===== src/hw/rtl/shs_pkg.sv =====
// ---------------------------------------------------------------------------
// shs_pkg
// Shared types, constants and functions of the SHA-256 stream hasher.
// ---------------------------------------------------------------------------
package shs_pkg;

   localparam int QueueDepth = 4;
   localparam int QueueAw = 2;

   typedef struct packed {
      logic [7:0] data_byte;
      logic       byte_present;
      logic       end_of_message;
   } item_type;

   localparam logic [7:0] PadByte = 8'h80;

   localparam logic [31:0] InitHash [8] = '{
      32'h6a09e667, 32'hbb67ae85, 32'h3c6ef372, 32'ha54ff53a,
      32'h510e527f, 32'h9b05688c, 32'h1f83d9ab, 32'h5be0cd19};

   localparam logic [31:0] RoundK [64] = '{
      32'h428a2f98, 32'h71374491, 32'hb5c0fbcf, 32'he9b5dba5, 32'h3956c25b,
      32'h59f111f1, 32'h923f82a4, 32'hab1c5ed5, 32'hd807aa98, 32'h12835b01,
      32'h243185be, 32'h550c7dc3, 32'h72be5d74, 32'h80deb1fe, 32'h9bdc06a7,
      32'hc19bf174, 32'he49b69c1, 32'hefbe4786, 32'h0fc19dc6, 32'h240ca1cc,
      32'h2de92c6f, 32'h4a7484aa, 32'h5cb0a9dc, 32'h76f988da, 32'h983e5152,
      32'ha831c66d, 32'hb00327c8, 32'hbf597fc7, 32'hc6e00bf3, 32'hd5a79147,
      32'h06ca6351, 32'h14292967, 32'h27b70a85, 32'h2e1b2138, 32'h4d2c6dfc,
      32'h53380d13, 32'h650a7354, 32'h766a0abb, 32'h81c2c92e, 32'h92722c85,
      32'ha2bfe8a1, 32'ha81a664b, 32'hc24b8b70, 32'hc76c51a3, 32'hd192e819,
      32'hd6990624, 32'hf40e3585, 32'h106aa070, 32'h19a4c116, 32'h1e376c08,
      32'h2748774c, 32'h34b0bcb5, 32'h391c0cb3, 32'h4ed8aa4a, 32'h5b9cca4f,
      32'h682e6ff3, 32'h748f82ee, 32'h78a5636f, 32'h84c87814, 32'h8cc70208,
      32'h90befffa, 32'ha4506ceb, 32'hbef9a3f7, 32'hc67178f2};

   function automatic logic [31:0] rotr(input logic [31:0] x, input int r);
      rotr = (x >> r) | (x << (32 - r));
   endfunction

endpackage


===== src/hw/rtl/sha256_stream_hasher_top.sv =====
// ---------------------------------------------------------------------------
// sha256_stream_hasher_top
// SHA-256 over a byte stream; eight digest words per message.
// ---------------------------------------------------------------------------
//  channel  | handshake     | payload
//  request  | push / full   | data_byte, byte_present, end_of_message
//  response | empty / pop   | digest_word, word_index, last_word
//
//  Each byte word is packed into the block; every 64th byte starts the 64
//  rounds and a fold on the single shared round unit.
//  Closing a message adds padding (one pad byte per cycle), a length step,
//  one or two compressions, and eight result words.
//  Reset is synchronous and loads the initial hash; a 4-deep queue takes
//  words while the back end compresses or the digest waits.
module sha256_stream_hasher_top (
   input  logic        clock,
   input  logic        reset,
   input  logic        push,
   output logic        full,
   input  logic [7:0]  req_data_byte,
   input  logic        req_byte_present,
   input  logic        req_end_of_message,
   output logic        empty,
   input  logic        pop,
   output logic [31:0] rsp_digest_word,
   output logic [2:0]  rsp_word_index,
   output logic        rsp_last_word
);
   import shs_pkg::*;

   item_type in_item, head_item;
   logic     head_valid, take;

   // Bundle the request fields into one queue entry.
   assign in_item = '{data_byte: req_data_byte, byte_present: req_byte_present,
                      end_of_message: req_end_of_message};

   shs_front u_front (
      .clock, .reset, .push, .push_item(in_item), .full,
      .take, .head_item, .head_valid);

   shs_back u_back (
      .clock, .reset, .head_item, .head_valid, .take,
      .rsp_empty(empty), .rsp_pop(pop), .rsp_digest_word, .rsp_word_index,
      .rsp_last_word);
endmodule


===== src/hw/rtl/shs_front.sv =====
// ---------------------------------------------------------------------------
// shs_front
// Input queue: holds words until the back end takes them.
// ---------------------------------------------------------------------------
module shs_front (
   input  logic              clock,
   input  logic              reset,
   input  logic              push,
   input  shs_pkg::item_type push_item,
   output logic              full,
   input  logic              take,
   output shs_pkg::item_type head_item,
   output logic              head_valid
);
   import shs_pkg::*;

   item_type           mem_ff [QueueDepth];
   logic [QueueAw-1:0] wr_ff, wr_in, rd_ff, rd_in;
   logic [QueueAw:0]   cnt_ff, cnt_in;
   logic               do_push, do_pop;

   assign full       = (cnt_ff == QueueAw'(0) + (QueueAw+1)'(QueueDepth));
   assign head_valid = (cnt_ff != '0);
   assign head_item  = mem_ff[rd_ff];
   // Drop words that neither carry a byte nor close a message.
   assign do_push = push && !full && (push_item.byte_present || push_item.end_of_message);
   assign do_pop  = take && head_valid;

   always_comb begin
      wr_in  = do_push ? wr_ff + 1'b1 : wr_ff;
      rd_in  = do_pop ? rd_ff + 1'b1 : rd_ff;
      cnt_in = cnt_ff + (QueueAw+1)'(do_push) - (QueueAw+1)'(do_pop);
   end

   always_ff @(posedge clock) begin
      if (do_push) mem_ff[wr_ff] <= push_item;
   end

   always_ff @(posedge clock) begin
      if (reset) begin
         wr_ff <= '0; rd_ff <= '0; cnt_ff <= '0;
      end else begin
         wr_ff <= wr_in; rd_ff <= rd_in; cnt_ff <= cnt_in;
      end
   end
endmodule


===== src/hw/rtl/shs_back.sv =====
// ---------------------------------------------------------------------------
// shs_back
// Packs bytes, pads, runs the 64 rounds one per cycle and emits the digest.
// ---------------------------------------------------------------------------
module shs_back (
   input  logic              clock,
   input  logic              reset,
   input  shs_pkg::item_type head_item,
   input  logic              head_valid,
   output logic              take,
   output logic              rsp_empty,
   input  logic              rsp_pop,
   output logic [31:0]       rsp_digest_word,
   output logic [2:0]        rsp_word_index,
   output logic              rsp_last_word
);
   import shs_pkg::*;

   typedef enum logic [5:0] {
      S_IDLE  = 6'b000001,
      S_ROUND = 6'b000010,
      S_FOLD  = 6'b000100,
      S_PAD   = 6'b001000,
      S_LEN   = 6'b010000,
      S_EMIT  = 6'b100000
   } state_type;

   state_type    st_ff, st_in;
   logic [31:0]  blk_ff [16];
   logic [31:0]  chain_ff [8];
   logic [31:0]  var_ff [8];
   logic [5:0]   fill_ff;
   logic [63:0]  total_ff;
   logic [5:0]   rnd_ff;
   logic [2:0]   idx_ff;
   logic         fin_ff;      // message closing; emit after the length block
   logic         pend_ff;     // pad byte still owed
   logic         len_done_ff; // length placed; this compression ends the message

   logic [31:0]  w15, w2, s0, s1, wnew, wcur, t1, t2, e, a;
   logic [7:0]   put_val;
   logic         put_en;
   logic [63:0]  bits;

   function automatic logic rsp_idx_last();
      rsp_idx_last = (idx_ff == 3'd7);
   endfunction

   assign bits = {total_ff[60:0], 3'b000};
   assign take = (st_ff == S_IDLE) && head_valid;
   assign rsp_empty       = (st_ff != S_EMIT);
   assign rsp_digest_word = chain_ff[idx_ff];
   assign rsp_word_index  = idx_ff;
   assign rsp_last_word   = (idx_ff == 3'd7);

   always_comb begin
      w15  = blk_ff[1];
      w2   = blk_ff[14];
      s0   = rotr(w15, 7) ^ rotr(w15, 18) ^ (w15 >> 3);
      s1   = rotr(w2, 17) ^ rotr(w2, 19) ^ (w2 >> 10);
      wnew = blk_ff[0] + s0 + blk_ff[9] + s1;
      wcur = blk_ff[0];
      e    = var_ff[4];
      a    = var_ff[0];
      t1   = var_ff[7] + (rotr(e, 6) ^ rotr(e, 11) ^ rotr(e, 25)) +
             ((e & var_ff[5]) ^ (~e & var_ff[6])) + RoundK[rnd_ff] + wcur;
      t2   = (rotr(a, 2) ^ rotr(a, 13) ^ rotr(a, 22)) +
             ((a & var_ff[1]) ^ (a & var_ff[2]) ^ (var_ff[1] & var_ff[2]));
   end

   // Next state, and byte placement source in IDLE (message byte) and PAD (pad or zero).
   always_comb begin
      put_en  = 1'b0;
      put_val = 8'h00;
      st_in   = st_ff;
      unique case (st_ff)
         S_IDLE: if (take) begin
            put_en  = head_item.byte_present;
            put_val = head_item.data_byte;
            if (head_item.byte_present && fill_ff == 6'd63) st_in = S_ROUND;
            else if (head_item.end_of_message) st_in = S_PAD;
         end
         S_PAD: begin
            put_en  = 1'b1;
            put_val = pend_ff ? PadByte : 8'h00;
            if (fill_ff == 6'd63) st_in = S_ROUND;
            else if (fill_ff == 6'd55) st_in = S_LEN;
         end
         S_LEN:   st_in = S_ROUND;
         S_ROUND: if (rnd_ff == 6'd63) st_in = S_FOLD;
         // A closing message keeps padding until the length block is done.
         S_FOLD:  st_in = fin_ff ? (len_done_ff ? S_EMIT : S_PAD) : S_IDLE;
         S_EMIT:  if (rsp_pop && rsp_idx_last()) st_in = S_IDLE;
         default: st_in = S_IDLE;
      endcase
   end

   // Block words: hold packed bytes and the length; rotate as the schedule during rounds.
   always_ff @(posedge clock) begin
      if (put_en) begin
         if (fill_ff[1:0] == 2'd0) blk_ff[fill_ff[5:2]] <= {put_val, 24'h0};
         else blk_ff[fill_ff[5:2]][(5'd3 - 5'(fill_ff[1:0])) * 8 +: 8] <= put_val;
      end else if (st_ff == S_LEN) begin
         blk_ff[14] <= bits[63:32];
         blk_ff[15] <= bits[31:0];
      end else if (st_ff == S_ROUND) begin
         for (int i = 0; i < 15; i++) blk_ff[i] <= blk_ff[i+1];
         blk_ff[15] <= wnew;
      end
      if (st_ff == S_ROUND) begin
         var_ff[7] <= var_ff[6];
         var_ff[6] <= var_ff[5];
         var_ff[5] <= var_ff[4];
         var_ff[4] <= var_ff[3] + t1;
         var_ff[3] <= var_ff[2];
         var_ff[2] <= var_ff[1];
         var_ff[1] <= var_ff[0];
         var_ff[0] <= t1 + t2;
      end else if (st_in == S_ROUND) begin
         for (int j = 0; j < 8; j++) var_ff[j] <= chain_ff[j];
      end
   end

   always_ff @(posedge clock) begin
      if (reset) begin
         st_ff       <= S_IDLE;
         fill_ff     <= '0;
         total_ff    <= '0;
         rnd_ff      <= '0;
         idx_ff      <= '0;
         fin_ff      <= 1'b0;
         pend_ff     <= 1'b0;
         len_done_ff <= 1'b0;
         for (int j = 0; j < 8; j++) chain_ff[j] <= InitHash[j];
      end else begin
         st_ff <= st_in;
         if (put_en) fill_ff <= fill_ff + 6'd1;
         if (st_ff == S_IDLE && take) begin
            if (head_item.byte_present) total_ff <= total_ff + 64'd1;
            if (head_item.end_of_message) begin
               fin_ff  <= 1'b1;
               pend_ff <= 1'b1;
            end
         end
         if (st_ff == S_PAD) pend_ff <= 1'b0;
         if (st_ff == S_LEN) begin
            fill_ff     <= '0;
            len_done_ff <= 1'b1;
         end
         if (st_ff == S_ROUND) rnd_ff <= rnd_ff + 6'd1;
         if (st_ff == S_FOLD) begin
            for (int j = 0; j < 8; j++) chain_ff[j] <= chain_ff[j] + var_ff[j];
            len_done_ff <= 1'b0;
         end
         if (st_ff == S_EMIT && rsp_pop) begin
            idx_ff <= idx_ff + 3'd1;
            if (rsp_idx_last()) begin
               for (int j = 0; j < 8; j++) chain_ff[j] <= InitHash[j];
               total_ff <= '0;
               fin_ff   <= 1'b0;
               fill_ff  <= '0;
            end
         end
      end
   end
endmodule


===== config.mk =====
export PLATFORM = sky130hd
export DESIGN_NAME = sha256_stream_hasher_top
export DESIGN_NICKNAME = d
export VERILOG_FILES = /design/src/hw/rtl/shs_pkg.sv /design/src/hw/rtl/sha256_stream_hasher_top.sv /design/src/hw/rtl/shs_front.sv /design/src/hw/rtl/shs_back.sv
export SDC_FILE = /design/constraint.sdc
export NUM_CORES = 2
export LEC_CHECK = 0
export ABC_AREA = 1
export BUFFER_PORTS_ARGS = -buffer_cell sky130_fd_sc_hd__clkbuf_2
export CAP_MARGIN = 20
export CORE_AREA = 2 2 491 493
export CTS_BUF_LIST = sky130_fd_sc_hd__clkbuf_4
export CTS_CLUSTER_SIZE = 24
export DETAILED_ROUTE_END_ITERATION = 7
export DIE_AREA = 0 0 493 495
export PLACE_DENSITY = 0.56
export SLEW_MARGIN = 20
export SYNTH_ARGS = -nofsm -noshare
export SYNTH_HDL_FRONTEND = slang
export SYNTH_SLANG_ARGS = --single-unit

===== constraint.sdc =====
create_clock -name clock -period 15.8 [get_ports clock]
set_input_delay 1.58 -clock clock [delete_from_list [all_inputs] [get_ports clock]]
set_output_delay 1.58 -clock clock [all_outputs]
set_load 0.005 [all_outputs]

==> impl_metrics.tcl <==
set metrics [dict create \
    end_kind "flop" \
    cts.sinks 1161 \
    rsz0062_at_grt "false" \
    vias 79000 \
    synth_cell_types 69 \
    die_x_microns 493 \
    floorplan.die_area_sq_um 244000 \
    finalCritPeriodShare_pct 62.0 \
    cpPeakStageDelay_ns 0.95 \
    postRouteAntennaNets 0 \
    num-fill-cells 25300 \
    whs_endpoint "u_front.mem_ff[3][8]" \
    tightest_slew_ns 1.33 \
    worst-path-buf-inv 5 \
    start_kind "flop" \
    postLayoutCellArea_sq_um 91300 \
    slowest_stage "a211oi_1" \
    grt_max_degree 241 \
    layout-drive-gt1-share_pct 7.57 \
    place_area_sq_um 86900 \
    hp-class "input pin to flop" \
    holdBufCountCts 0 \
    syn_to_final_growth_pct 9.54 \
    tns_ns 0 \
    clkTransAtPathRegs_ns 0.07 \
    arrival_ns 10.85 \
    dr.pass1.iters 8 \
    reg2reg_to "u_back.var_ff[0][18]" \
    synth_area_per_cell_sq_um 7.68 \
    maxCapViolCount 0 \
    cts_buffer_depth 4 \
    synth.area.top_cells "edfxtp_1 (34%), nand2_1 (14%), ha_1 (6.1%), inv_1 (5.8%), o21ai_0 (5.8%)" \
    worstHoldPathCells 1 \
    hold_viol 0 \
    portBuffers 51 \
    power.density_nw_per_um2 164 \
    drv_slew 0 \
    dp_hpwl_microns 318000 \
    min-delay-start "req_data_byte[6]" \
    maxSlewHeadroom_pct 10.5 \
    die_h_microns 495 \
    critPathMaxFanout 11 \
    fin_cells 14400 \
    via_per_inst 5.47 \
    crit_top_cell "nand2_1" \
    gp_congestion 1.07 \
    violations "DRC" \
    post-route-drc-count 14 \
    worst-setup-path-type "flop to flop" \
    total_leakage_power_uw 0.0391 \
    core_area_sq_um 239000 \
    max_freq_mhz 102 \
    synthTopCellsByCount "nand2_1 (3,081), inv_1 (1,295), o21ai_0 (967)" \
    cts_buffers 360 \
    async_flop_share_pct 0 \
    crit_family "adder cells" \
    ctsResizeCount 0 \
    ys_seq_elements 1161 \
    htreeDepth 5 \
    syn-num-nets 11500 \
    final.min_clock_period_ns 9.80 \
    drt_first_iter_violations 8158 \
    yosysSeqAreaShare_pct 39.1 \
    overflow 0 \
    ff2ff_setup_slack_ns 6.00 \
    nNetsFinal 11600 \
    setup_violations 0 \
    synth_edf_count 936 \
    required_ns 16.85 \
    syn-cell-area_sq_um 83300 \
    grt_pass1_wl_microns 562000 \
    finClkSkew_ns 0.145 \
    grt_pass1_vias 76900 \
    reg2reg_depth 33 \
    grt_use_total_pct 32.2 \
    wl_microns 402000 \
    cts_tree "done" \
    grt_antenna_before_repair 11 \
    rows 180 \
    start_util_pct 34.8 \
    dpl.cell_count 13800 \
    io_pins 52 \
    post_cts_buffers 0 \
    r2r_start "u_back.rnd_ff[0]" \
    ys_warn_count 0 \
    synth_top_area_share_pct 33.7 \
    syn_inst 10900 \
    clkLatencyLatePin_ns 1.43 \
    ir_drop_mv 0.127 \
    synth_area_leader_cell "edfxtp_1" \
    status "complete, but fails checks" \
    synth_most_common_cell "nand2_1" \
    synthFlopType "edfxtp_1" \
    routedWlPerCell_microns 27.9 \
    cts-root-buf "clkbuf_4" \
]
## worst reg2reg max path: cells and delay by family (launching register included)
kind	cells	cell delay, ns
fa+ha+maj	7	2.93
compound gates	9	2.70
buf+inv	5	0.66
flops	1	0.56
xor+xnor	2	0.55
simple gates	10	2.08
## cell usage in the layout (no fill, tap or decap), types with 10 or more instances in the layout
cell type     n
nand2_1    3077
inv_1      1292
edfxtp_1    936
o21ai_0     918
nor2_1      880
a21oi_1     704
nand3_1     535
clkbuf_4    527
ha_1        407
dfxtp_1     221
xor2_1      218
fa_1        196
xnor2_1     170
nand4_1     123
nor3_1      120
buf_4       106
a31oi_1      75
clkinv_1     72
o21bai_1     63
o211ai_1     58
or2_2        58
clkbuf_2     51
o21ai_1      48
a21o_1       44
o22ai_1      42
o21a_1       38
a21boi_0     34
nand3b_1     22
nand3_2      14
diode_2      13
nor4_1       12
inv_2        11
a31o_2       11
a211oi_1     10
clkinv_2     10
## metrics by stage
stage	power, uW	utilization (%)	hold slack [ns]	worst slack [ns]
after floorplan	8970	-	0.436	7.99
after global placement	11900	36.3	0.452	6.11
after detailed placement	11800	36.3	0.458	6.06
after CTS	14900	38.1	0.266	6.02
after global routing	16000	38.2	0.289	5.52
final	15000	38.2	0.398	6.00
## power by group
part	switching, uW	internal [uW]
sequential	159	3680
clock	1480	1550
combinational	5600	2510
total	7230	7730
## cell families after synthesis
family	after synthesis	share of synthesized area [%]
AOI/OAI and AO/OA	2105	13.9
xor gates and xnor gates	388	4.08
adders and majority gates	607	10.9
buffers and inverters	1699	7.87
DFF	1161	39.1
and+or+nand+nor	4891	24.1
## worst max-delay path by stage
stage / startpoint / slack (ns) / cells past startpoint / endpoint
after global placement: u_back.rnd_ff[0] / 6.11 / 35 / u_back.var_ff[0][30]
after CTS: u_back.rnd_ff[0] / 6.02 / 33 / u_back.var_ff[0][18]
after detailed placement: u_back.rnd_ff[0] / 6.06 / 35 / u_back.var_ff[0][30]
final: u_back.rnd_ff[0] / 6.00 / 33 / u_back.var_ff[0][18]
after global routing: u_back.rnd_ff[0] / 5.52 / 35 / u_back.var_ff[0][30]
after floorplan: u_front.cnt_ff[1] / 7.99 / 10 / u_back.var_ff[0][0]
## registers in the layout, indices dropped and copies added (netlist names), 6 cells and up, named ones only
register and cells:
u_back.rnd_ff 6, u_back.st_ff 6, u_back.total_ff 61, u_back.fill_ff 6
u_back.var_ff 256, u_front.mem_ff 40, u_back.chain_ff 256, u_back.blk_ff 512
## metal layers
metal  global-route usage, %  wire length [microns]  up-vias
met2                    54.4                 190000     3574
met3                    5.42                  26600      961
met5                       0                      0        -
met4                    24.6                  36500        0
li1                        -                      -    36500
met1                    36.4                 149000    38000
## cell type report
class	count	area, sq um	share of cell area (%)
Antenna cell	13	32.5	0.0356
Clock buffer	527	3960	4.33
Clock inverter	85	390	0.428
Inverter	1309	4940	5.41
Multi-Input combinational cell	7991	44300	48.5
Sequential cell	1161	32600	35.7
Tap cell	3185	3990	4.37
Timing Repair Buffer	162	1110	1.21
(Power assumes the default switching activity.)
